**src/spq_pkg.sv**
```systemverilog
// Package: types, constants and codes of the sorted priority queue.
package spq_pkg;

  localparam int QUEUE_DEPTH = 8;
  localparam int CNT_W       = $clog2(QUEUE_DEPTH + 1);
  localparam int DATA_W      = 32;

  typedef enum logic {
    FUNC_INSERT = 1'b0,
    FUNC_REMOVE = 1'b1
  } func_t;

  typedef enum logic [1:0] {
    ST_DONE  = 2'd0,
    ST_FULL  = 2'd1,
    ST_EMPTY = 2'd2
  } status_t;

  typedef struct packed {
    func_t               func;
    logic [DATA_W-1:0]   item_value;
    logic [DATA_W-1:0]   item_rank;
  } in_t;

  typedef struct packed {
    logic [DATA_W-1:0]   out_value;
    logic [DATA_W-1:0]   out_rank;
    status_t             status;
    logic [3:0]          occupancy;
    logic                is_empty;
    logic                is_full;
  } out_t;

  typedef struct packed {
    logic [DATA_W-1:0]   value;
    logic [DATA_W-1:0]   rank;
  } slot_t;

  typedef struct packed {
    logic                ins;
    logic                rem;
    slot_t               item;
  } cell_ctl_t;

endpackage

```
**src/sorted_priority_queue_core.sv**
```systemverilog
// Sorted priority queue: a row of compare-and-shift slots behind an output register.
//
// Input channel in_valid/in_stall/in_data carries one operation per transaction:
// insert a data/priority pair, or remove the highest-priority pair. Pairs are kept
// in descending priority; equal priorities leave in arrival order.
// Output channel out_valid/out_stall/out_data returns one result per operation:
// removed pair (-1/-1 when empty, 0/0 on insert), status, occupancy, empty and full.
// The result of an accepted transaction is registered into out_data and shown in the next cycle.
// Throughput is one operation per cycle while no held result is stalled: every slot
// compares its rank with the incoming one and shifts toward its neighbor in the same
// cycle that the operation is accepted; the occupancy counter updates alongside.
// A full queue rejects an insert unchanged; an empty queue answers a remove unchanged.
// While the receiver stalls a held result, in_stall is high and no operation enters.
// Reset clears the occupancy counter and the output valid; slot contents are
// left as they are and never read before being written.
module sorted_priority_queue_core import spq_pkg::*; (
  input  logic clk,
  input  logic rst,
  input  logic in_valid,
  output logic in_stall,
  input  in_t  in_data,
  output logic out_valid,
  input  logic out_stall,
  output out_t out_data
);

  logic [CNT_W-1:0] count;
  logic [CNT_W-1:0] count_next;
  logic             accept;
  logic             is_full;
  logic             is_empty;
  cell_ctl_t        ctl;
  out_t             result;
  slot_t            slots [QUEUE_DEPTH];
  logic             gts   [QUEUE_DEPTH];
  logic             valids[QUEUE_DEPTH];

  assign in_stall = out_valid && out_stall;
  assign accept   = in_valid && !in_stall;
  assign is_full  = (count == CNT_W'(QUEUE_DEPTH));
  assign is_empty = (count == '0);

  always_comb begin
    ctl.ins        = accept && (in_data.func == FUNC_INSERT) && !is_full;
    ctl.rem        = accept && (in_data.func == FUNC_REMOVE) && !is_empty;
    ctl.item.value = in_data.item_value;
    ctl.item.rank  = in_data.item_rank;
  end

  for (genvar i = 0; i < QUEUE_DEPTH; i++) begin : g_cell
    slot_t left;
    slot_t right;
    logic  left_gt;
    logic  left_valid;

    assign valids[i] = (count > CNT_W'(i));

    if (i == 0) begin : g_head
      assign left       = ctl.item;
      assign left_gt    = 1'b0;
      assign left_valid = 1'b1;
    end else begin : g_body
      assign left       = slots[i-1];
      assign left_gt    = gts[i-1];
      assign left_valid = valids[i-1];
    end

    if (i == QUEUE_DEPTH - 1) begin : g_tail
      assign right = slots[i];
    end else begin : g_mid
      assign right = slots[i+1];
    end

    spq_cell u_cell (
      .clk        (clk),
      .ctl        (ctl),
      .valid      (valids[i]),
      .left_valid (left_valid),
      .left_gt    (left_gt),
      .left       (left),
      .right      (right),
      .slot       (slots[i]),
      .gt         (gts[i])
    );
  end

  always_comb begin
    count_next = count;
    if (ctl.ins) begin
      count_next = count + CNT_W'(1);
    end else if (ctl.rem) begin
      count_next = count - CNT_W'(1);
    end
  end

  always_comb begin
    result.out_value = '0;
    result.out_rank  = '0;
    result.status    = ST_DONE;
    if (in_data.func == FUNC_INSERT) begin
      if (is_full) begin
        result.status = ST_FULL;
      end
    end else if (is_empty) begin
      result.status    = ST_EMPTY;
      result.out_value = '1;
      result.out_rank  = '1;
    end else begin
      result.out_value = slots[0].value;
      result.out_rank  = slots[0].rank;
    end
    result.occupancy = 4'(count_next);
    result.is_empty  = (count_next == '0);
    result.is_full   = (count_next == CNT_W'(QUEUE_DEPTH));
  end

  always_ff @(posedge clk) begin
    if (rst) begin
      count     <= '0;
      out_valid <= 1'b0;
    end else begin
      count <= count_next;
      if (accept) begin
        out_valid <= 1'b1;
      end else if (!out_stall) begin
        out_valid <= 1'b0;
      end
    end
  end

  always_ff @(posedge clk) begin
    if (accept) begin
      out_data <= result;
    end
  end

endmodule

```
**src/spq_cell.sv**
```systemverilog
// One queue slot: compares against the incoming pair and shifts with its neighbors.
module spq_cell import spq_pkg::*; (
  input  logic      clk,
  input  cell_ctl_t ctl,
  input  logic      valid,
  input  logic      left_valid,
  input  logic      left_gt,
  input  slot_t     left,
  input  slot_t     right,
  output slot_t     slot,
  output logic      gt
);

  assign gt = valid && ($signed(ctl.item.rank) > $signed(slot.rank));

  always_ff @(posedge clk) begin
    if (ctl.ins) begin
      if (left_gt) begin
        slot <= left;
      end else if (gt || (!valid && left_valid)) begin
        slot <= ctl.item;
      end
    end else if (ctl.rem) begin
      slot <= right;
    end
  end

endmodule

```
**config.mk**
```make
export PLATFORM = sky130hd
export DESIGN_NAME = sorted_priority_queue_core
export DESIGN_NICKNAME = d
export VERILOG_FILES = /design/src/spq_pkg.sv /design/src/sorted_priority_queue_core.sv /design/src/spq_cell.sv
export SDC_FILE = /design/constraint.sdc
export NUM_CORES = 2
export LEC_CHECK = 0
export BUFFER_PORTS_ARGS = -buffer_cell sky130_fd_sc_hd__buf_2
export CAP_MARGIN = 20
export CORE_MARGIN = 10
export CORE_UTILIZATION = 55
export CTS_BUF_LIST = sky130_fd_sc_hd__clkbuf_2 sky130_fd_sc_hd__clkbuf_4 sky130_fd_sc_hd__clkbuf_8
export DETAILED_ROUTE_END_ITERATION = 10
export HOLD_SLACK_MARGIN = 0.12
export PLACE_DENSITY = 0.69
export RECOVER_POWER = 50
export SYNTH_ARGS = -nofsm -noshare
export SYNTH_HDL_FRONTEND = slang
export SYNTH_HIERARCHICAL = 1
export SYNTH_SLANG_ARGS = --single-unit
export TNS_END_PERCENT = 50
```
**constraint.sdc**
```tcl
create_clock -name clk -period 18.3 [get_ports clk]
set_input_delay 0.915 -clock clk [delete_from_list [all_inputs] [get_ports clk]]
set_output_delay 0.915 -clock clk [all_outputs]
set_load 0.03 [all_outputs]
```
==> After elaboration in Yosys (flattened, before gate mapping) <==
Cells that the tools add are included.
{ "totals": {"ff_bits": 589, "mem_bits_rw": 0, "mem_bits_ro": 0, "inputBits": 69, "n_memories": 0, "wordCells": 142, "output_inout_bits": 74, "latch_bits": 0} }
{ "classes": {"muxes": 37, "multipliers": 0, "n_eq_ne": 10, "reduce_logical": 52, "n_addsub": 2, "shift": 0, "n_div": 0, "magnitude_cmp": 16, "bitwise": 1} }
{ "op_table": {"columns": ["operator", "n"], "rows": [
  ["$mux W64", 30],
  ["$gt A32 B32 Y1", 8],
  ["$logic_and A1 B1 Y1", 21],
  ["$ne A3 B1 Y1 const B", 6],
  ["$gt A4 B3 Y1 const B", 4],
  ["$reduce_and A2 Y1", 8],
  ["$logic_not A1 Y1", 11],
  ["$eq A4 B4 Y1 const B", 2],
  ["$gt A4 B1 Y1 const B", 2],
  ["$gt A4 B2 Y1 const B", 2],
  ["$logic_not A4 Y1", 2],
  ["$logic_or A1 B1 Y1", 8],
  ["$mux W4", 2],
  ["$add A4 B1 Y4 const B", 1],
  ["$mux W2", 2],
  ["$ne A2 B1 Y1 const B", 2],
  ["$reduce_bool A2 Y1", 2],
  ["$sub A4 B1 Y4 const B", 1],
  ["$mux W1", 3],
  ["$not A1 Y1", 1]
]} }

==> Logic depth before layout (Yosys ltp) <==
{ "logic_depth": {"depth_word": 8, "mapped_depth": 14, "ltp_nobuf": 12} }

==> Cells and area by module <==
The synthesis kept the hierarchy.
{ "modules_own_cells": {"columns": ["mod", "instances", "cells_each", "area_per_inst_um2", "seq_area_each_um2"], "rows": [
  ["spq_cell at g_cell[0].u_cell ...", 6, 400, 4053.9, 1921.8],
  ["spq_cell at g_cell[6].u_cell ...", 2, 399, 4078.9, 1921.8],
  ["sorted_priority_queue_core", 1, 225, 3270.6, 2262.2]
]} }

==> Worst setup path after synthesis <==
OpenSTA, ideal clock, no wires.
{ "synth_timing": {"path_type": "input -> register", "from": "input in_data[14] (netlist name)", "to": "register g_cell[1].u_cell/slot[0] (netlist name) (enable)", "setup_ns": 0.524, "t_required_ns": 17.776, "path_buffers": 1, "slack_ns": 11.640, "cell_stages": 10, "t_arrival_ns": 6.136, "cell_sequence": "ha_1 nand4_1 nor2_1 a221o_1 o31a_1 or3_1 nand2_1 clkbuf_1 a211oi_1 a31oi_1"} }
{ "synth_between": {"word_cells_on_any_way": 7, "cone_classes": "order compare (2); eq/ne (1); reduce/logical (4)"} }
{ "synth_lines": {"columns": ["element", "line", "rtl"], "rows": [
  ["start: declaration", "sorted_priority_queue_core.sv:21", "input in_t in_data,"],
  ["$gt A32 B32 Y1", "spq_cell.sv:14", "assign gt = valid && ($signed(ctl.item.rank) > $signed(slot.rank));"],
  ["$logic_and A1 B1 Y1", "spq_cell.sv:14", null],
  ["net g_cell[1].left_gt", "sorted_priority_queue_core.sv:53", "logic left_gt;"],
  ["$ne A3 B1 Y1 (no source line)", null, null],
  ["$reduce_and A2 Y1 (no source line)", null, null],
  ["end signal: assignment", "spq_cell.sv:19", "slot <= left;"],
  ["end signal: assignment", "spq_cell.sv:21", "slot <= ctl.item;"],
  ["end signal: assignment", "spq_cell.sv:24", "slot <= right;"],
  ["end: declaration", "spq_cell.sv:10", "output slot_t slot,"]
]} }
The timed path passes the listed nets, and every way through them passes these cells.
A chain may end at the register's enable or synchronous reset.

==> impl_summary.log <==
[metrics] Max transition margin: -192%
[metrics] P per Cell Area: 109 nW/um2
[metrics] Max rail drop VDD: 0.0728 mV
[metrics] Die X: 275 um
[metrics] post-place instance area: 37,200 um2
[metrics] Final nets: 3,845
[metrics] Syn Std Cell Area: 35,700 um2
[metrics] floorplan row count: 93
[metrics] final hold vios: 0
[metrics] RSZ-0062 raised after global routing: false
[metrics] Most Used Layer, Global Route: met2
[metrics] clock period minus worst slack: 8.62 ns
[metrics] average detailed-routed wire length per instance: 23.3 um
[metrics] upper clock frequency limit: 116 MHz
[metrics] root buffer selected by CTS: sky130_fd_sc_hd__clkbuf_8
[metrics] max-cap viol count: 19
[metrics] HPWL reported at the end of detailed placement: 67.7 mm
[metrics] crit-path max FO: 75
[metrics] vias in the first global route: 26.2k
[metrics] cts repair resizes: 0
[metrics] fraction of met1 tracks used by global routing: 38.5%
[metrics] drt first-iter violations: 2,787
[metrics] commonest cells after routing, fill and taps aside: 605 x sky130_fd_sc_hd__a21oi_1, 584 x sky130_fd_sc_hd__edfxtp_1, 561 x sky130_fd_sc_hd__nor2_1
[metrics] proportion of layout cells with a drive suffix above 1: 7.53%
[metrics] ANT nets after route: 0
[metrics] Post-Place Cells: 4,265
[metrics] P&R area growth vs syn: 8.86%
[metrics] GP Congestion: 0.942
[metrics] Port Buffer Count: 142
[metrics] count of final setup violators: 0
[metrics] Critical Path Sink Type: flop
[metrics] met2 routing resource usage after global routing: 41.0%
[metrics] data arrival at the endpoint of the critical path: 8.83 ns
[metrics] mean post-synth cell area: 10.4 um2
[metrics] vertical extent of the die: 275 um
[metrics] number of post-CTS setup repair buffers: 0
[metrics] number of detailed-route iterations in the first pass: 7
[metrics] class of the tightest hold or removal check: input pin to flop
[metrics] most common cell after layout, fill and taps aside: sky130_fd_sc_hd__a21oi_1
[metrics] Worst Max-Slew Pin Slew: 4.38 ns
[metrics] core outline area: 64,300 um2
[metrics] cells after synthesis: 3,422
[metrics] final setup slack of the worst path: 9.68 ns
[metrics] clock latency reported for the late side of the worst-skew pair: 0.71 ns
[metrics] sort of element at the start of the critical path: input pin
[metrics] H-tree lvl count: 3
[metrics] detailed-route via count: 27.0k
[metrics] leakage: 14.7 nW
[metrics] Setup CP Type: input pin to flop
[metrics] CTS tree: built
[metrics] Fin Setup TNS: 0 ns
[metrics] clock buffer depth: 3
[metrics] Worst-path clk slew: 0.06 ns
[metrics] number of clock sinks: 589
[metrics] Yosys warnings: 6
[metrics] first-pass GRT wire length: 157 mm
[metrics] post-route clock period utilization: 47.1%
[metrics] overall die area: 75,600 um2
[metrics] fillers: 5,419
[metrics] Post-CTS Hold Buffers: 0
[metrics] total length of routed wires: 104 mm
[metrics] routed vias/inst: 6.06
[metrics] starting density of the core: 55.6%
[metrics] Max Clock Skew: 0.0348 ns
[metrics] worst setup timing slack at the placement stage: 12.40 ns
[metrics] GRT Residual Overflow: 0
[metrics] post-route standard cell area excluding fillers: 38,900 um2
[metrics] non-filler cells, final: 4,458
[metrics] global-route usage over all layers: 26.9%
[metrics] combined area of the multi-input logic cells: 16,300 um2
[metrics] data required time of the critical path: 18.51 ns
[metrics] CTS Buf Count: 101
[metrics] outcome: finished, violations left
[metrics] initial antenna violation count: 7
[metrics] Storage cell area: 17,600 um2
[metrics] remaining design rule violation count: 0
[metrics] violations in the final reports: capacitance limit, slew limit
[metrics] met3 usage in global routing: 4.45%
[metrics] pin count of the biggest net entering global routing: 277
[metrics] number of I/O pins: 143
[metrics] Slew Limit Fails: 1,029
[metrics] final core utilization: 60.5%
-- stage by stage --
step	hold WS (ns)	total power, mW
detailed placement	0.559	3.06
global route	0.441	4.44
floorplan	0.535	2.67
global placement	0.549	3.02
CTS	0.373	4.24
finish	0.429	4.24
-- path summary, 6_finish.rpt --
check	from	depth (start not counted)	slack, ns	endpoint
worst min-delay path	in_valid	3	0.43	out_valid$_SDFFE_PP0P_
worst max register to register	out_valid$_SDFFE_PP0P_	6	9.69	g_cell[0].u_cell/slot[50]$_DFFE_PP_
worst max-delay path	out_stall	7	9.68	g_cell[0].u_cell/slot[50]$_DFFE_PP_
worst min register to register	g_cell[0].u_cell/slot[56]$_DFFE_PP_	1	0.57	out_data[64]$_SDFFCE_PN0N_
-- area by class of cell --
class | instances | share of cell area, %
diodes | 4 | 0.0257
clock buffers | 125 | 4.03
clock inverters | 61 | 0.977
inverters | 287 | 2.77
multi-input cells | 2360 | 42.0
flip-flops and latches | 589 | 45.3
well taps | 855 | 2.75
repair buffers | 177 | 2.14
-- power by group --
group | internal, mW | total (mW) | switching [mW]
registers | 1.77 | 1.90 | 0.129
logic | 0.386 | 1.16 | 0.776
clock network | 0.610 | 1.17 | 0.562
total | 2.77 | 4.24 | 1.47
-- registers in the layout (all words and copies together) (netlist names) --
signal and cells:
g_cell.u_cell/slot 512, out_data 72, out_valid 1, count 4
-- routing by layer --
metal | up-vias | wire length, um
met5 | - | 59
met1 | 13098 | 46000
li1 | 12676 | -
met2 | 1065 | 46500
met3 | 163 | 8560
met4 | 8 | 2850
-- worst max-delay path, stage by stage --
cell and delay (ns):
sky130_fd_sc_hd__buf_2 0.10, sky130_fd_sc_hd__a21bo_1 0.33, sky130_fd_sc_hd__clkinvlp_2 2.38, sky130_fd_sc_hd__and3_1 0.65, sky130_fd_sc_hd__nor2_1 0.09, sky130_fd_sc_hd__a31oi_1 1.32
sky130_fd_sc_hd__clkbuf_1 2.93
(Power assumes the default switching activity.)
